### config.mk
export PLATFORM = sky130hd
export DESIGN_NAME = rlcf_lane
export DESIGN_NICKNAME = d
export VERILOG_FILES = /design/src/rtl/rlcf_pkg.sv /design/src/rtl/rlcf_lane.sv
export SDC_FILE = /design/constraint.sdc
export NUM_CORES = 2
export LEC_CHECK = 0
export BUFFER_PORTS_ARGS = -buffer_cell sky130_fd_sc_hd__buf_2
export CAP_MARGIN = 20
export CORE_UTILIZATION = 53
export DETAILED_ROUTE_END_ITERATION = 16
export GPL_TIMING_DRIVEN = 0
export PLACE_DENSITY = 0.74
export SLEW_MARGIN = 20
export SYNTH_ARGS = -nofsm -noshare
export SYNTH_HDL_FRONTEND = slang
export SYNTH_SLANG_ARGS = --single-unit
### constraint.sdc
create_clock -name clk -period 11.9 [get_ports clk]
set_clock_uncertainty 0.2 [all_clocks]
set_input_delay 1.19 -clock clk [delete_from_list [all_inputs] [get_ports clk]]
set_output_delay 1.19 -clock clk [all_outputs]
set_load 0.1 [all_outputs]
### src/rtl/rlcf_pkg.sv
// Shared types and constants for the RGB level crossfader.
package rlcf_pkg;

	localparam int FRACTION_BITS_DEF = 8;
	localparam int DENSITY_BITS_DEF  = 16;

	localparam int TICK_W      = 15;
	localparam int COLOUR_W    = 8;
	localparam int DENS_IN_W   = 16;
	localparam int DENS_OUT_W  = 24;
	localparam int GRAY_LEVEL  = 77;
	localparam int COLOUR_MAX  = 255;

	localparam logic MODE_TICK     = 1'b0;
	localparam logic MODE_RETARGET = 1'b1;

	typedef struct packed {
		logic                 mode;
		logic [DENS_IN_W-1:0] new_density;
		logic [COLOUR_W-1:0]  new_red;
		logic [COLOUR_W-1:0]  new_green;
		logic [COLOUR_W-1:0]  new_blue;
		logic [TICK_W-1:0]    fade_ticks;
	} rlcf_item_t;

	typedef struct packed {
		logic [DENS_OUT_W-1:0] density_now;
		logic [COLOUR_W-1:0]   red_now;
		logic [COLOUR_W-1:0]   green_now;
		logic [COLOUR_W-1:0]   blue_now;
		logic                  fog_on;
		logic                  fading;
	} rlcf_blend_t;

	// Lane control: start with latched operands, release a finished result.
	typedef struct packed {
		logic go;
		logic ack;
	} rlcf_lane_cmd_t;

endpackage

### src/rtl/rlcf_lane.sv
// One blend lane: two products, a rounding add and a restoring divider.
module rlcf_lane #(
	parameter int VW = 16,
	parameter int LW = 15
) (
	input  logic                    clk,
	input  logic                    arst_n,
	input  rlcf_pkg::rlcf_lane_cmd_t cmd,
	input  logic [VW-1:0]           start_fx,
	input  logic [VW-1:0]           tgt_fx,
	input  logic [LW-1:0]           len,
	input  logic [LW-1:0]           rem,
	output logic                    done,
	output logic [VW-1:0]           result
);
	import rlcf_pkg::*;

	localparam int PW = VW + LW;
	localparam int NW = VW + LW + 1;
	localparam int CW = $clog2(VW);

	typedef enum logic [4:0] {
		L_IDLE = 5'b00001,
		L_MUL  = 5'b00010,
		L_ADD  = 5'b00100,
		L_DIV  = 5'b01000,
		L_DONE = 5'b10000
	} lane_state_t;

	lane_state_t     state_q;
	logic [VW-1:0]   start_q;
	logic [VW-1:0]   tgt_q;
	logic [LW-1:0]   len_q;
	logic [LW-1:0]   rem_q;
	logic [PW-1:0]   prod_a_q;
	logic [PW-1:0]   prod_b_q;
	logic [LW-1:0]   prem_q;
	logic [VW-1:0]   quo_q;
	logic [CW-1:0]   cnt_q;

	logic            bypass;
	logic [NW-1:0]   num;
	logic [LW:0]     trial;
	logic [LW:0]     diff;
	logic            ge;

	assign bypass = (rem == '0) || (len == '0) || (rem > len);
	assign num    = NW'(prod_a_q) + NW'(prod_b_q) + NW'(len_q >> 1);
	assign trial  = {prem_q, quo_q[VW-1]};
	assign ge     = trial >= {1'b0, len_q};
	assign diff   = trial - {1'b0, len_q};

	assign done   = (state_q == L_DONE);
	assign result = quo_q;

	always_ff @(posedge clk or negedge arst_n) begin
		if (!arst_n) begin
			state_q <= L_IDLE;
		end else begin
			unique case (state_q)
				L_IDLE: begin
					if (cmd.go) begin
						state_q <= bypass ? L_DONE : L_MUL;
					end
				end
				L_MUL:  state_q <= L_ADD;
				L_ADD:  state_q <= L_DIV;
				L_DIV: begin
					if (cnt_q == CW'(VW - 1)) begin
						state_q <= L_DONE;
					end
				end
				L_DONE: begin
					if (cmd.ack) begin
						state_q <= L_IDLE;
					end
				end
				default: state_q <= L_IDLE;
			endcase
		end
	end

	always_ff @(posedge clk) begin
		unique case (state_q)
			L_IDLE: begin
				start_q <= start_fx;
				tgt_q   <= tgt_fx;
				len_q   <= len;
				rem_q   <= rem;
				quo_q   <= tgt_fx;
			end
			L_MUL: begin
				prod_a_q <= PW'(start_q) * PW'(rem_q);
				prod_b_q <= PW'(tgt_q) * PW'(len_q - rem_q);
			end
			L_ADD: begin
				// Upper part is below the divisor, so it seeds the remainder.
				prem_q <= num[VW +: LW];
				quo_q  <= num[VW-1:0];
				cnt_q  <= '0;
			end
			L_DIV: begin
				prem_q <= ge ? diff[LW-1:0] : trial[LW-1:0];
				quo_q  <= {quo_q[VW-2:0], ge};
				cnt_q  <= cnt_q + 1'b1;
			end
			L_DONE: begin
				quo_q <= quo_q;
			end
			default: begin
				quo_q <= quo_q;
			end
		endcase
	end

	a_rem_below_len: assert property (@(posedge clk) disable iff (!arst_n)
		state_q == L_DIV |-> prem_q < len_q)
		else $error("partial remainder not below fade length");

	a_go_when_idle: assert property (@(posedge clk) disable iff (!arst_n)
		cmd.go |-> state_q == L_IDLE)
		else $error("lane started while busy");

endmodule

Yosys cells after proc, flatten, opt, wreduce, memory -nomap -nowiden
Index checks and enable logic that the tools add are counted.
{"block": "word_totals", "register_bits": 164, "output_inout_bits": 17}
{"block": "op_classes", "eq_ne": 9, "n_mux": 9, "n_lt_le_gt_ge": 2, "mul": 2, "n_reduce_logical": 7, "add_sub_neg": 5}
{"cell": "$pmux 16 s3", "n": 1}
{"cell": "$add 31x14->31", "n": 1}
{"cell": "$add 31x31->31", "n": 1}
{"cell": "$mul 16x15->31", "n": 1}
{"cell": "$mul 17x16->31", "n": 1}
{"cell": "$logic_not 15->1", "n": 2}
{"cell": "$pmux 15 s2", "n": 1}
{"cell": "$pmux 5 s5", "n": 1}
{"cell": "$mux 5", "n": 4}
{"cell": "$ge 16x15->1", "n": 1}
{"cell": "$sub 15x15->16", "n": 1}
{"cell": "$gt 15x15->1", "n": 1}
{"cell": "$mux 15", "n": 1}
{"cell": "$sub 15x15->15", "n": 1}
{"cell": "$pmux 4 s2", "n": 1}
{"cell": "$ne 2x2->1 const B", "n": 3}
{"cell": "$eq 5x1->1 const B", "n": 1}
{"cell": "$eq 5x2->1 const B", "n": 1}
{"cell": "$eq 5x3->1 const B", "n": 1}
{"cell": "$eq 5x4->1 const B", "n": 1}
{"cell": "$eq 5x5->1 const B", "n": 1}
{"cell": "$add 4x1->4 const B", "n": 1}
{"cell": "$eq 4x4->1 const B", "n": 1}
{"cell": "$reduce_and 3->1", "n": 1}
{"cell": "3 further kinds", "n": 4}

Longest topological paths before layout
{"block": "depth", "word_depth": 6, "depth_mapped": 34, "mapped_depth_nobuf": 32}

Worst setup path before layout
No wires, ideal clock.
{"block": "synth_timing", "path_type": "register to register", "from": "register rem_q[1]", "to": "register prod_b_q[29] (data pin)", "required_time_ns": 11.442, "n_path_buf": 2, "path_slack_ns": 3.639, "path_stages_with_launch": 33, "arrival_time_ns": 7.804, "path_cell_list": "edfxtp_1 clkbuf_1 inv_1 fa_1 a21o_1 a21oi_1 o21bai_1 a21oi_1 o21ai_0 a21oi_1 xnor2_1 clkbuf_1 nand2_1 fa_1 inv_1 fa_1 inv_1 fa_1 inv_1 fa_1 fa_1 inv_1 fa_1 inv_1 ha_1 a21o_1 a21o_1 a221o_1 a31oi_1 o31ai_1 a211o_1 a21oi_1 xnor2_1"}
{"block": "synth_between", "elab_chain_cells": 2}
{"item": "start, declared", "line": "rlcf_lane.sv:34", "rtl": "logic [LW-1:0] rem_q;"}
{"item": "start signal, assigned", "line": "rlcf_lane.sv:89", "rtl": "rem_q <= rem;"}
{"item": "$sub 15x15->16", "line": "rlcf_lane.sv:94", "rtl": "prod_b_q <= PW'(tgt_q) * PW'(len_q - rem_q);"}
{"item": "$mul 17x16->31", "line": "rlcf_lane.sv:94"}
{"item": "end signal, assigned", "line": "rlcf_lane.sv:94"}
{"item": "end, declared", "line": "rlcf_lane.sv:36", "rtl": "logic [PW-1:0] prod_b_q;"}
No other way between the ends.
A chain may end at the register's enable or synchronous reset.

Worst setup path after layout
{"block": "layout_timing", "from": "register rem_q[4]", "to": "register prod_b_q[29] (data pin)"}
Same word-level chain as after synthesis.

==> results_dict.tcl <==
set metrics [dict create \
    status "completed" \
    synth_commonest_cells "483 x inv_1, 391 x fa_1, 351 x nand2_1" \
    grtUsageTotal_pct 30.5 \
    start_kind "flip-flop" \
    routed_wl_um 73100 \
    drtPass1Iterations 5 \
    synth-seq-cells 164 \
    slowest_delay_ns 0.83 \
    final.min_clock_period_ns 10.59 \
    fin_crit_sh_pct 89.0 \
    initial_core_util_pct 54.2 \
    antenna_left 0 \
    final-setup-viol-count 0 \
    fin_cells 3521 \
    drc 0 \
    slew_headroom_pct 22.9 \
    antenna_found_initial 0 \
    r2r_slack_ns 1.31 \
    drive_above_1_share_pct 5.24 \
    syn_to_final_growth_pct 7.22 \
    die_w_um 224 \
    hold_violations 0 \
    ios 83 \
    post-route-cell-area_um2 28000 \
    numPortBuffers 82 \
    first_global_vias 21173 \
    min_path_type "primary input to asynchronous set/reset pin" \
    synth_cell_types 69 \
    core_um2 48100 \
    num-fill-cells 4157 \
    cts_tree "built" \
    cts.repair.resized 0 \
    ff2ff_path_depth 32 \
    cts_hold_buffers 0 \
    post_dp_cell_area_um2 27400 \
    synth_enable_flop_cells 159 \
    rr_startpoint "rem_q[4]" \
    tightestPinTransition_ns 1.16 \
    n_antenna_cell 0 \
    async_reset_ff_share_pct 3.05 \
    avgSynthCellArea_um2 9.51 \
    finalNetCount 3606 \
    netlist_top_cells_area "fa_1 30%, edfxtp_1 18%, ha_1 14%" \
    via_per_inst 5.75 \
    final_max_slew_viol_count 0 \
    endpoint_kind "flip-flop" \
    crit_type "flip-flop to flip-flop" \
    grt.overflow.total 0 \
    die_area_um2 50100 \
    synth_warnings 0 \
    slowest_stage "xnor2_1" \
    insertion_delay_ns 0.46 \
    synth_top_area_cell "fa_1" \
    die_h_um 224 \
    cp_common_cell "inv_1" \
    synth_flop_cell "edfxtp_1" \
    rows 80 \
    r2r-end "prod_b_q[29]" \
    rsz0062_at_grt "no" \
    required_ns 11.90 \
    vias 20240 \
    cp.arrival_ns 10.59 \
    synth_nets 3498 \
    placed_cells 3489 \
    grt_max_degree 50 \
    globalplace.congestion 0.989 \
    wire_per_inst_um 20.8 \
    grt_pass1_wl_um 116000 \
    cts_max_level 4 \
    post-cts-setup-buffers 0 \
    synth_area_um2 26100 \
    dp.final_hpwl_um 60900 \
    synthMostInstantiatedCell "inv_1" \
    cts-root-buf "clkbuf_16" \
    path_clk_slew_ns 0.07 \
    clockBufferDepth 2 \
    synth_cells 2744 \
    finalSetupTns_ns 0 \
    cts_buffers 17 \
    cap_viol_max_count 0 \
    clock.fmax_mhz 94.5 \
    ys_seq_area_share_pct 18.8 \
    yosysTopAreaCellShare_pct 30.0 \
    cp_max_fo 10 \
    drt_iter0_drc 1793 \
    cts_sinks 164 \
]
-- per-layer routing --
metal / track usage [%] / wire, um / up-vias
met5: 0 / 0 / -
met4: 11.2 / 2740 / 0
met3: 5.22 / 5440 / 154
met2: 50.4 / 34500 / 820
met1: 40.3 / 30400 / 10124
li1: - / - / 9142
-- cells in the final DEF (no fill, tap or decap), types with 6 or more instances in the layout --
| cell | n |
|---|---|
| a211o_1 | 10 |
| a211oi_1 | 14 |
| a21boi_0 | 6 |
| a21o_1 | 31 |
| a21oi_1 | 89 |
| a221o_1 | 6 |
| a22oi_1 | 14 |
| a31oi_1 | 28 |
| and2_1 | 176 |
| and3_1 | 13 |
| buf_2 | 84 |
| buf_4 | 6 |
| clkbuf_1 | 111 |
| clkbuf_16 | 17 |
| edfxtp_1 | 159 |
| fa_1 | 391 |
| ha_1 | 297 |
| inv_1 | 482 |
| inv_6 | 7 |
| nand2_1 | 351 |
| nand2b_1 | 25 |
| nand3_1 | 41 |
| nand4_1 | 24 |
| nor2_1 | 77 |
| nor2b_1 | 26 |
| nor3_1 | 25 |
| nor4_1 | 8 |
| o2111ai_1 | 6 |
| o211ai_1 | 20 |
| o21a_1 | 17 |
| o21ai_0 | 62 |
| o21bai_1 | 11 |
| o22ai_1 | 10 |
| o311a_1 | 6 |
| o31ai_1 | 7 |
| or2_2 | 13 |
| or3_1 | 10 |
| xnor2_1 | 70 |
| xor2_1 | 24 |
-- critical path, delay by kind of cell, from the launching register on --
family                     cells  cell delay, ns
AOI/OAI and AO/OA             11            2.97
xor gates and xnor gates       2            0.91
adders and majority gates      8            3.72
buffers and inverters         10            2.02
DFF                            1            0.33
and+or+nand+nor                1            0.15
-- area by class of cell --
class                      count  area (um2)  area share (%)
clock buffer                  17         425            1.52
buffer                       116         438            1.56
tap                          656         821            2.93
clock inverter                15         144           0.514
sequential                   164        4900            17.5
multi-input combinational   1980       19000            67.7
inverter                     484        1820            6.50
timing repair buffer          89         483            1.73
-- how the worst max path moves through the flow --
stage | from | endpoint | slack (ns) | cells past startpoint
3_5_place_dp | rem_q[4] | prod_b_q[29] | 1.55 | 32
3_3_place_gp | rem_q[4] | prod_b_q[29] | 1.73 | 32
4_1_cts | rem_q[4] | prod_b_q[29] | 1.49 | 32
2_1_floorplan | rem_q[1] | prod_b_q[29] | 3.64 | 32
6_report | rem_q[4] | prod_b_q[29] | 1.31 | 32
5_1_grt | rem_q[4] | prod_b_q[27] | 0.94 | 32
-- registers in the layout, indices dropped and copies added, names as in the netlist --
| signal | count |
|---|---|
| len_q | 15 |
| prod_b_q | 31 |
| result | 16 |
| rem_q | 15 |
| prem_q | 15 |
| prod_a_q | 31 |
| tgt_q | 16 |
| cnt_q | 4 |
| state_q | 5 |
| start_q | 16 |
-- per-stage QoR --
stage,utilization [%],setup slack (ns),hold slack [ns]
6_report,58.1,1.31,0.343
5_1_grt,58.1,0.939,0.342
4_1_cts,58.1,1.49,0.331
3_5_place_dp,56.9,1.55,0.338
3_3_place_gp,56.8,1.73,0.297
2_1_floorplan,-,3.64,0.276
-- cell families (layout without fill, tap and decap cells) --
group | Yosys count | count (layout) | share of synthesized area [%]
compound gates | 377 | 377 | 9.68
xor+xnor | 94 | 94 | 3.15
mux | 8 | 8 | 0.321
buf+inv | 600 | 721 | 8.64
flops | 164 | 164 | 18.8
simple gates | 813 | 813 | 15.2
fa+ha+maj | 688 | 688 | 44.2
Power is left out: the tool's default activity adds up to more than one toggle a clock period on the data nets, which glitch-free logic cannot reach.
