--- config.mk ---
export PLATFORM = sky130hd
export DESIGN_NAME = rlcf_merge
export DESIGN_NICKNAME = d
export VERILOG_FILES = /design/src/rtl/rlcf_pkg.sv /design/src/rtl/rlcf_merge.sv
export SDC_FILE = /design/constraint.sdc
export NUM_CORES = 1
export LEC_CHECK = 0
export ABC_AREA = 1
export BUFFER_PORTS_ARGS = -buffer_cell sky130_fd_sc_hd__buf_4
export CORE_MARGIN = 2
export CORE_UTILIZATION = 40
export DETAILED_ROUTE_END_ITERATION = 10
export PLACE_DENSITY = 0.72
export SKIP_CTS_REPAIR_TIMING = 1
export SLEW_MARGIN = 20
export SYNTH_ARGS = -nofsm -noshare
export SYNTH_HDL_FRONTEND = slang
export SYNTH_SLANG_ARGS = --single-unit
--- constraint.sdc ---
create_clock -name clk -period 0.8 [get_ports clk]
set_input_delay 0.08 -clock clk [delete_from_list [all_inputs] [get_ports clk]]
set_output_delay 0.08 -clock clk [all_outputs]
set_load 0.005 [all_outputs]
--- src/rtl/rlcf_pkg.sv ---
// Shared types and constants for the RGB level crossfader.
package rlcf_pkg;

	localparam int FRACTION_BITS_DEF = 8;
	localparam int DENSITY_BITS_DEF  = 16;

	localparam int TICK_W      = 15;
	localparam int COLOUR_W    = 8;
	localparam int DENS_IN_W   = 16;
	localparam int DENS_OUT_W  = 24;
	localparam int GRAY_LEVEL  = 77;
	localparam int COLOUR_MAX  = 255;

	localparam logic MODE_TICK     = 1'b0;
	localparam logic MODE_RETARGET = 1'b1;

	typedef struct packed {
		logic                 mode;
		logic [DENS_IN_W-1:0] new_density;
		logic [COLOUR_W-1:0]  new_red;
		logic [COLOUR_W-1:0]  new_green;
		logic [COLOUR_W-1:0]  new_blue;
		logic [TICK_W-1:0]    fade_ticks;
	} rlcf_item_t;

	typedef struct packed {
		logic [DENS_OUT_W-1:0] density_now;
		logic [COLOUR_W-1:0]   red_now;
		logic [COLOUR_W-1:0]   green_now;
		logic [COLOUR_W-1:0]   blue_now;
		logic                  fog_on;
		logic                  fading;
	} rlcf_blend_t;

	// Lane control: start with latched operands, release a finished result.
	typedef struct packed {
		logic go;
		logic ack;
	} rlcf_lane_cmd_t;

endpackage

--- src/rtl/rlcf_merge.sv ---
// Merge stage: saturate density, round and clamp colours, hold the result word.
module rlcf_merge #(
	parameter int FRACTION_BITS = rlcf_pkg::FRACTION_BITS_DEF,
	parameter int DENSITY_BITS  = rlcf_pkg::DENSITY_BITS_DEF
) (
	input  logic                                  clk,
	input  logic                                  arst_n,
	input  logic                                  load,
	input  logic [DENSITY_BITS+FRACTION_BITS-1:0] dens_fx,
	input  logic [rlcf_pkg::COLOUR_W+FRACTION_BITS-1:0] red_fx,
	input  logic [rlcf_pkg::COLOUR_W+FRACTION_BITS-1:0] green_fx,
	input  logic [rlcf_pkg::COLOUR_W+FRACTION_BITS-1:0] blue_fx,
	input  logic                                  fading,
	output logic                                  ready,
	output logic                                  blend_valid,
	input  logic                                  blend_stall,
	output rlcf_pkg::rlcf_blend_t                 blend_data
);
	import rlcf_pkg::*;

	localparam int VWD = DENSITY_BITS + FRACTION_BITS;
	localparam int VWC = COLOUR_W + FRACTION_BITS;
	localparam int EW  = (VWD > DENS_OUT_W) ? VWD : DENS_OUT_W;
	localparam int RW  = VWC + 1 - FRACTION_BITS;

	logic          valid_q;
	rlcf_blend_t   data_q;
	rlcf_blend_t   word;
	logic [EW-1:0] dens_ext;

	function automatic logic [COLOUR_W-1:0] colour_round(input logic [VWC-1:0] fx);
		logic [VWC:0]  sum;
		logic [RW-1:0] whole;
		sum   = {1'b0, fx} + (VWC+1)'(1 << (FRACTION_BITS - 1));
		whole = sum[VWC:FRACTION_BITS];
		if (whole > RW'(COLOUR_MAX)) begin
			return COLOUR_W'(COLOUR_MAX);
		end
		return whole[COLOUR_W-1:0];
	endfunction

	assign dens_ext = EW'(dens_fx);

	always_comb begin
		word = '0;
		if (dens_ext > EW'({DENS_OUT_W{1'b1}})) begin
			word.density_now = {DENS_OUT_W{1'b1}};
		end else begin
			word.density_now = dens_ext[DENS_OUT_W-1:0];
		end
		word.red_now   = colour_round(red_fx);
		word.green_now = colour_round(green_fx);
		word.blue_now  = colour_round(blue_fx);
		word.fog_on    = (word.density_now != '0);
		word.fading    = fading;
	end

	assign ready       = !valid_q || !blend_stall;
	assign blend_valid = valid_q;
	assign blend_data  = data_q;

	always_ff @(posedge clk or negedge arst_n) begin
		if (!arst_n) begin
			valid_q <= 1'b0;
		end else if (load) begin
			valid_q <= 1'b1;
		end else if (!blend_stall) begin
			valid_q <= 1'b0;
		end
	end

	always_ff @(posedge clk) begin
		if (load) begin
			data_q <= word;
		end
	end

endmodule

Word level (Yosys, flattened, before mapping):

Index checks and enable logic that the tools add are counted.

* register bits after elaboration: 51
* RAM bits: 0
* ROM bits: 0
* latch bits: 0
* memories: 0
* output and inout port bits: 52
* word-level logic and storage cells: 31
* input bits: 77

* add/sub/neg operators: 3
* order comparisons: 4
* bitwise gates (word level): 0
* equal/unequal tests: 1
* multiplexer cells: 12
* div/mod/pow operators: 0
* $mul: 0
* reduce and logical (&&, ||, !) cells: 4
* shift operators: 0

Operator list (count)
* $add 16x8->17 const B: 3
* $mux 8: 6
* $gt 9x8->1 const B: 3
* $gt 24x24->1 const B: 1
* $mux 24: 1
* $reduce_bool 24->1: 1
* $mux 1: 5
* $logic_not 1->1: 2
* $ne 2x2->1 const B: 1
* $logic_or 1x1->1: 1

Logic depth before layout (Yosys ltp):

Gate-level depths: netlist of the first run.

* depth after elaboration: 4
* gate-level depth with buffers: 7

Least setup slack after synthesis of the first run:

No wires, ideal clock.

* kind: input port to flip-flop
* start: input blue_fx[7] (netlist name)
* end: register data_q, in the netlist blend_data[9] (data pin)
* path slack: -0.083 ns
* required time: 0.544 ns
* data arrival time: 0.627 ns
* cell stages on the path: 6
* cell sequence: ha_1 > nand2_1 > nor2_1 > nand3_1 > nand2_1 > nand2_1

* word-level cells in the longest chain between the ends: 4

RTL lines
* start, declared: line rlcf_merge.sv:12 `input logic [rlcf_pkg::COLOUR_W+FRACTION_BITS-1:0] blue_fx,`
* $add 16x8->17 *: line rlcf_merge.sv:34 `sum = {1'b0, fx} + (VWC+1)'(1 << (FRACTION_BITS - 1));`
* $gt 9x8->1: line rlcf_merge.sv:36 `if (whole > RW'(COLOUR_MAX)) begin`
* $mux 1: line rlcf_merge.sv:36
* $mux 8 *: line rlcf_merge.sv:39 `return whole[COLOUR_W-1:0];`
* end signal, assigned: line rlcf_merge.sv:74 `data_q <= word;`
* end, declared: line rlcf_merge.sv:27 `rlcf_blend_t data_q;`

Mark *: on every way between the ends. The rest lies on a longest branch, timed or not.
A chain may end at the register's enable or synchronous reset.

Worst setup path in the final report of the first run:

* start: register valid_q (netlist: blend_valid)
* end: output ready

* word-level cells in the longest chain between the ends: 2

RTL lines
* start, declared: line rlcf_merge.sv:26 `logic valid_q;`
* start signal, assigned: line rlcf_merge.sv:64 `valid_q <= 1'b0;`
* start signal, assigned: line rlcf_merge.sv:66 `valid_q <= 1'b1;`
* start signal, assigned: line rlcf_merge.sv:68 `valid_q <= 1'b0;`
* $logic_not 1->1: line rlcf_merge.sv:58 `assign ready = !valid_q || !blend_stall;`
* $logic_or 1x1->1: line rlcf_merge.sv:58
* end, declared: line rlcf_merge.sv:14 `output logic ready,`

No other way between the ends.

==> results of run 1 <==
==> per-stage QoR <==
stage	setup WS [ns]	util (%)
floorplan	-0.00236	-
global placement	-0.171	57.7
detailed placement	-0.205	57.7
CTS	-0.158	59.6
global route	-0.190	65.2
finish	-0.142	65.2
==> Yosys cell counts, drive strengths merged <==
cell    count  area share, %
edfxtp     50             62
clkbuf     24            3.7
xor2        5            1.8
nor2       39            6.6
nand3      17            4.7
inv        21            3.3
nand2      72             11
o21ai       6            1.4
nand3b      2           0.62
dfrtp       1            1.0
ha          3            1.6
o21bai      5            1.6
==> cell families after synthesis <==
family          after synthesis  synth area share (%)
fa+ha+maj                     3                  1.56
flops                        51                  63.3
compound gates               11                  2.96
simple gates                130                  23.3
buf+inv                      45                  7.01
xor+xnor                      5                  1.82
==> routing by layer <==
layer	vias up	wire length, um	track usage, %
li1	1036	-	-
met1	928	2190	16.9
met2	77	2850	28.1
met3	12	447	3.52
met4	0	138	7.50
met5	-	0	0
==> flip-flops by register name (all words and copies together) (netlist names) <==
register and flops:
blend_data 50, blend_valid 1
==> worst max-delay path by stage <==
stage	start	endpoint	slack (ns)	depth (start not counted)
floorplan	blue_fx[7]	blend_data[9]$_SDFFCE_PN1P_	-0.002	6
global placement	blue_fx[7]	blend_data[9]$_SDFFCE_PN1P_	-0.17	7
detailed placement	green_fx[7]	blend_data[17]$_SDFFCE_PN1P_	-0.21	7
CTS	blend_valid$_DFFE_PN0P_	ready	-0.16	2
global route	blend_valid$_DFFE_PN0P_	ready	-0.19	2
finish	blend_valid$_DFFE_PN0P_	ready	-0.14	2
==> cell type report <==
class                      instances  share of cell area [%]
inverter                          21                    2.05
clock inverter                     2                   0.978
clock buffer                       6                    1.89
tap                               75                    2.45
sequential                        51                    39.8
multi-input combinational        149                    20.2
timing repair buffer             147                    32.7
==> cell usage in the layout (no fill, tap or decap), drive strengths merged <==
cell type / synthesis / final
buf: 0 / 121
bufinv: 0 / 1
clkbuf: 24 / 6
clkinvlp: 0 / 1
dfrtp: 1 / 1
dlygate4sd3: 0 / 26
edfxtp: 50 / 50
ha: 3 / 3
inv: 21 / 21
nand2: 72 / 72
nand3: 17 / 17
nand3b: 2 / 2
nor2: 39 / 39
o21ai: 6 / 6
o21bai: 5 / 5
xor2: 5 / 5
==> power breakdown <==
part,internal (mW),total [mW],switching (mW)
Combinational,0.709,1.17,0.458
Clock,0.933,1.74,0.810
Sequential,3.18,3.26,0.0743
Total,4.83,6.17,1.34
==> summary.txt, run 1 <==
Die H: 81.6 um
R2R Setup Slk: 0.08 ns
CP Capture Type: primary output
R2R Path End: blend_valid$_DFFE_PN0P_
Worst-Margin Slew: 0.196 ns
CP Cell Sequence: nand2_2 -> buf_6
Cell Pwr Density: 1610 nW/um2
RSZ-0062 raised after global routing: yes
Seq cells post-synth: 51
FMAX: 1060 MHz
Mapped cell area: 2410 um2
Worst Hold Class: in -> async
Crit Path Max Fanout: 2
H-tree levels: 2
Seq. cell area: 1530 um2
Multi-input combinational cell area: 774 um2
DRT iter0 DRCs: 75
Status: finished, violations left
WHS: 0.0892 ns
Die ar.: 6660 um2
Crit path time final: 0.942 ns
DIE WIDTH: 81.6 um
Slew Limit Fails: 0
Setup TNS: -4.75 ns
Non-filler instance count after layout: 451
Largest net degree at the start of global routing: 26
Critical Path Slowest Stage Cell: dfrtp_1
I/O Buffers: 107
Share of cells above drive strength 1: 39.6%
FP Rows: 28
Root Buffer: clkbuf_8
Gr usage total: 15.5%
Iteration count of the initial detailed-routing pass: 4
WL final: 5.63 mm
Final Power: 6.17 mW
Nets: 455
Top Ports: 129
WP data required: 0.72 ns
Cell family with most CP delay: flip-flops
FF-to-FF Start: blend_valid$_DFFE_PN0P_
Vias in the first global route: 1820
First-pass GRT wire length: 7.80 mm
Peak supply drop: 0.931 mV
Syn Area/Cell: 9.84 um2
CTS tree: built
Via density: 4.55
Post-DP HPWL: 4.12 mm
Vias after detailed routing: 2053
Worst-path clk slew: 0.09 ns
Worst reg-to-reg path cell count: 3
Lkg Pwr: 1.73 nW
Failing checks: setup timing
Initial antenna violation count: 0
Clock Latency Late Sink: 0.29 ns
Sequential fraction of the synthesis area: 63.3%
Placed inst area: 3400 um2
Layout area overhead: 59.2%
CTS buffer count: 5
Ys Warns: 0
Post-route setup slack: -0.142 ns
Endpoints failing setup: 52
Syn nets: 325
Critical path startpoint category: flip-flop
CTS max path bufs: 2
Largest stage delay on the critical path: 0.39 ns
Setup Skew: 0 ns
Kind of critical path: reg -> out
Cell variety after synth: 18
Wire per inst: 12.5 um
Num Clock Sinks: 51
Starting Density: 40.9%
GP Congestion: 0.865
Fin crit share: 118%
Design area: 3840 um2
Total core area: 5890 um2
Slew HR: 86.9%
Max Cap Viol: 0
Placed cells: 416
Critical path buffer and inverter count: 1
GR Overflow Total: 0
Final hold violation count: 0
# diodes: 0
# fillers: 474
Post-route ant nets: 0
Gate Count Post-Synth: 245
WP data arrival: 0.86 ns
Drc violations: 0
Note: power is estimated with default switching activity, not from simulation.
==> run 2: changes to the inputs <==
- CORE_UTILIZATION: 40 -> 45
- GPL_TIMING_DRIVEN: not set -> 0
- PLACE_DENSITY: 0.72 -> 0.79
- TNS_END_PERCENT: not set -> 1
==> run 2 against run 1 <==
The flow still finishes with violations (setup timing); sequential cell count did not move; critical path type unchanged; fmax fell by 1.9%; clock power fell by 11%; non-clock buffer count fell by 14; core utilization rose by 3.0 points.
==> summary.txt, run 2 (synthesis gave the netlist of run 1 again) <==
# fillers: 428
Slew Limit Fails: 0
Slew HR: 58.3%
Cell family with most CP delay: flip-flops
Post-route setup slack: -0.160 ns
R2R Setup Slk: 0.15 ns
FP Rows: 26
WP data required: 0.72 ns
GP Congestion: 0.851
Worst-Margin Slew: 0.625 ns
DIE WIDTH: 77.2 um
Nets: 441
Share of cells above drive strength 1: 36.5%
Post-route ant nets: 0
Psw: 1.34 mW
Flop pwr share: 55.9%
WL final: 5.22 mm
Vias after detailed routing: 1961
Lkg Pwr: 1.58 nW
Worst Hold Class: in -> reg
Commonest non-fill, non-tap cell in the layout: buf_4
Most frequent cells in the layout: 95 x buf_4, 68 x nand2_1, 50 x edfxtp_1
Wire per inst: 12.1 um
Placement Setup Slack: -0.228 ns
CP Cell Sequence: nand2_2 -> buf_6
Crit Path Max Fanout: 2
Cell Pwr Density: 1660 nW/um2
FF-to-FF Start: blend_valid$_DFFE_PN0P_
Critical Path Slowest Stage Cell: dfrtp_1
Final hold violation count: 0
Worst reg-to-reg path cell count: 2
Crit path time final: 0.960 ns
Max FFs per register: 50
First-pass GRT wire length: 8.36 mm
Largest net degree at the start of global routing: 52
Drc violations: 0
RSZ-0062 raised after global routing: yes
Critical path buffer and inverter count: 1
CTS max path bufs: 2
Root Buffer: clkbuf_8
Starting Density: 46.9%
I/O Buffers: 107
Top Ports: 129
Vias in the first global route: 1833
Clk pwr share: 26.5%
WP data arrival: 0.88 ns
Peak supply drop: 0.781 mV
Failing checks: setup timing
R2R Path End: blend_valid$_DFFE_PN0P_
Critical path startpoint category: flip-flop
Hold endpoint: blend_valid$_DFFE_PN0P_
GR Overflow Total: 0
Endpoints failing setup: 52
H-tree levels: 2
CTS tree: built
Worst hold start: blend_stall
CP Capture Type: primary output
DRT iter0 DRCs: 73
Die ar.: 5960 um2
Switching Share: 23.1%
Worst-path clk slew: 0.09 ns
Placed inst area: 3340 um2
CTS buffer count: 5
Post-DP HPWL: 4.03 mm
# diodes: 0
Gr usage total: 17.7%
Iteration count of the initial detailed-routing pass: 4
Layout area overhead: 45.5%
Via density: 4.54
Total core area: 5140 um2
Fin crit share: 120%
FMAX: 1040 MHz
Status: finished, violations left
Design area: 3510 um2
WHS Path Cells: 3
Internal Pwr Total: 4.48 mW
Logic pwr share: 17.6%
Die H: 77.2 um
Kind of critical path: reg -> out
Initial antenna violation count: 0
Clock Latency Late Sink: 0.29 ns
Num Clock Sinks: 51
Max Cap Viol: 0
Largest stage delay on the critical path: 0.41 ns
Setup Skew: 0 ns
[run 2: cell types whose count changed in the layout (fill, tap and decap cells not counted), sizes merged]
cell | before | now
clkbuf | 6 | 30
clkinv | 0 | 1
bufinv | 1 | 0
dlygate4sd3 | 26 | 2
buf | 121 | 107
[run 2: worst reg2reg max path: cells and delay by family (launching register included)]
family	cells	cell delay (ns)
flops	1	0.41
simple gates	2	0.13
[run 2: power by group through the flow]
stage	clock network, mW	registers [mW]	logic [mW]
after global routing	1.66	3.28	1.12
after CTS	1.58	3.24	0.993
after global placement	0	3.30	0.966
after floorplan	0	3.33	0.248
after detailed placement	0	3.31	0.989
final	1.54	3.25	1.02
[run 2: how the worst max path moves through the flow]
stage	startpoint	to	slack, ns	cells past startpoint
after CTS	blend_valid$_DFFE_PN0P_	ready	-0.15	2
after global placement	red_fx[7]	blend_data[21]$_SDFFCE_PN1P_	-0.20	5
after global routing	blend_valid$_DFFE_PN0P_	ready	-0.21	2
after floorplan	red_fx[7]	blend_data[21]$_SDFFCE_PN1P_	-0.03	4
after detailed placement	blue_fx[7]	blend_data[9]$_SDFFCE_PN1P_	-0.23	7
final	blend_valid$_DFFE_PN0P_	ready	-0.16	2
[run 2: layout make-up]
| type | count | area [um2] | share of cell area [%] |
|---|---|---|---|
| Clock inverter | 2 | 16.3 | 0.464 |
| Buffer | 24 | 90.1 | 2.57 |
| Inverter | 21 | 78.8 | 2.25 |
| Timing Repair Buffer | 109 | 868 | 24.8 |
| Multi-Input combinational cell | 149 | 757 | 21.6 |
| Tap cell | 70 | 87.6 | 2.50 |
| Sequential cell | 51 | 1530 | 43.5 |
| Clock buffer | 6 | 82.6 | 2.35 |
[run 2: through the flow]
stage	hold WS [ns]	cells	TNS, ns	power [mW]	util [%]
5_1_grt	0.0236	432	-6.59	6.06	68.2
6_report	0.0107	432	-4.72	5.82	68.2
4_1_cts	-0.468	430	-5.21	5.82	66.9
2_1_floorplan	-0.216	245	-0.0655	3.58	-
3_3_place_gp	-0.145	422	-10.80	4.26	65.0
3_5_place_dp	-0.144	422	-11.33	4.29	65.0
[run 2: per-layer routing]
metal	GRT usage (%)	share of wire, %
met2	33.5	56
met5	0	0
met4	6.07	1.3
met3	3.65	4.5
met1	19.3	38
==> run 3: changes to the inputs <==
- ABC_AREA: 1 -> not set
- CORE_UTILIZATION: 45 -> 44
==> run 3 against run 2 <==
Die area down 4.4%; final cell count decreased by 17%; the flow still finishes with violations (setup timing); fmax grew 1.2%; largest cell class unchanged; sequential cell count stayed put.
==> summary.txt, run 3 <==
Failing checks: setup timing
GR Overflow Total: 0
Worst hold start: blend_stall
CTS max path bufs: 2
Vias in the first global route: 1527
Max FFs per register: 50
Critical path buffer and inverter count: 1
Gr usage total: 15.8%
WP data required: 0.72 ns
Starting Density: 44.8%
Setup Skew: 0 ns
R2R Setup Slk: 0.15 ns
Worst reg-to-reg path cell count: 2
Setup TNS: -4.63 ns
Peak supply drop: 0.843 mV
First-pass GRT wire length: 6.71 mm
Most frequent cells in the layout: 98 x buf_4, 50 x edfxtp_1, 24 x clkbuf_1
Top Ports: 129
CP Capture Type: primary output
Gate Count Post-Synth: 172
Post-synth EDFFs: 50
Cell family with most CP delay: flip-flops
Kind of critical path: reg -> out
Placed inst area: 3150 um2
RSZ-0062 raised after global routing: yes
Fin crit share: 119%
Commonest non-fill, non-tap cell in the layout: buf_4
Syn Area/Cell: 13.1 um2
Count leader, synth: edfxtp_1
Syn nets: 252
Critical path startpoint category: flip-flop
Root Buffer: clkbuf_8
Final hold violation count: 0
Endpoints failing setup: 54
Num Clock Sinks: 51
Nets: 368
H-tree levels: 2
Drc violations: 0
Status: finished, violations left
Post-route ant nets: 0
WL final: 4.83 mm
Ys Warns: 0
Slew Limit Fails: 0
Area contributors post-synth: edfxtp_1 67%, clkbuf_1 4.2%, nand3_1 2.7%
Seq cells post-synth: 51
Synth top area share: 66.9%
Sequential fraction of the synthesis area: 68.0%
GP Congestion: 0.787
Wire per inst: 13.4 um
WHS: 0.0326 ns
Clock Latency Late Sink: 0.29 ns
Worst-Margin Slew: 0.639 ns
Post-DP HPWL: 3.60 mm
Share of cells above drive strength 1: 47.1%
Commonest cells in the netlist: 50 x edfxtp_1, 25 x clkbuf_1, 15 x nand2_1, 12 x nand3_1, 7 x a31oi_1
Design area: 3350 um2
CP Cell Sequence: nand2_2 -> buf_6
Vias after detailed routing: 1735
CTS buffer count: 5
Synth area leader: edfxtp_1
WHS Path Cells: 3
Synth Flop Type: edfxtp_1
Ys async rst share: 1.96%
Initial antenna violation count: 0
Cell variety after synth: 29
Worst Hold Class: in -> reg
Mapped cell area: 2250 um2
Worst-path clk slew: 0.08 ns
Crit Path Max Fanout: 2
Hold endpoint: blend_valid$_DFFE_PN0P_
Cell Pwr Density: 1680 nW/um2
DRT iter0 DRCs: 93
Lkg Pwr: 1.36 nW
FP Rows: 26
FMAX: 1050 MHz
Post-route setup slack: -0.149 ns
Via density: 4.83
R2R Path End: blend_valid$_DFFE_PN0P_
Crit path time final: 0.949 ns
Largest stage delay on the critical path: 0.40 ns
Non-filler instance count after layout: 359
FF-to-FF Start: blend_valid$_DFFE_PN0P_
Max Cap Viol: 0
I/O Buffers: 107
CTS tree: built
Final Power: 5.62 mW
DIE WIDTH: 75.4 um
Largest net degree at the start of global routing: 52
# diodes: 0
Slew HR: 57.4%
Layout area overhead: 49.0%
Total core area: 5010 um2
Critical Path Slowest Stage Cell: dfrtp_1
Placed cells: 349
WP data arrival: 0.87 ns
Iteration count of the initial detailed-routing pass: 4
Die ar.: 5690 um2
Die H: 75.4 um
[run 3: per-stage QoR]
stage               setup WS, ns  utilization (%)
floorplan                 -0.183                -
global placement          -0.346             62.9
detailed placement        -0.373             62.9
CTS                       -0.154             64.6
global route              -0.214             66.8
finish                    -0.149             66.8
[run 3: cell families (layout without fill, tap and decap cells)]
| family | after synthesis | in the layout | share of synthesized area [%] |
|---|---|---|---|
| adder cells (fa/ha/maj) | 3 | 3 | 1.67 |
| buffers and inverters | 29 | 146 | 5.07 |
| AO/OA/AOI/OAI | 15 | 15 | 4.23 |
| multiplexers | 5 | 5 | 2.45 |
| XOR/XNOR | 8 | 8 | 3.12 |
| flip-flops | 51 | 51 | 68.0 |
| AND/OR/NAND/NOR | 61 | 61 | 15.5 |
[run 3: worst max path at each step]
stage                                   endpoint  depth (start not counted)                     from  slack [ns]
floorplan            blend_data[8]$_SDFFCE_PN1P_                          4              blue_fx[11]       -0.18
global placement    blend_data[17]$_SDFFCE_PN1P_                          4             green_fx[10]       -0.35
detailed placement  blend_data[17]$_SDFFCE_PN1P_                          4             green_fx[10]       -0.37
CTS                                        ready                          2  blend_valid$_DFFE_PN0P_       -0.15
global route                               ready                          2  blend_valid$_DFFE_PN0P_       -0.21
finish                                     ready                          2  blend_valid$_DFFE_PN0P_       -0.15
[run 3: cell type report]
type	instances	area, um2
Clock inverter	3	15.0
Timing Repair Buffer	109	857
Buffer	27	111
Multi-Input combinational cell	92	673
Sequential cell	51	1530
Clock buffer	5	68.8
Tap cell	70	87.6
Fill cell	421	1660
Inverter	2	7.51
[run 3: per-layer routing]
layer | global-route usage [%] | wire, um | vias to the layer above
li1 | - | - | 857
met1 | 17.0 | 1780 | 802
met2 | 29.4 | 2640 | 68
met3 | 4.10 | 315 | 8
met4 | 6.04 | 85 | 0
met5 | 0 | 0 | -
[run 3: report_power, final]
part	internal, mW	switching (mW)	total [mW]
sequential	3.19	0.0664	3.25
clock	0.595	0.793	1.39
combinational	0.593	0.391	0.984
[run 3: worst min-delay path: stages]
cell      delay, ns
buf_4          0.09
nand2_2        0.06
nand2b_1       0.06
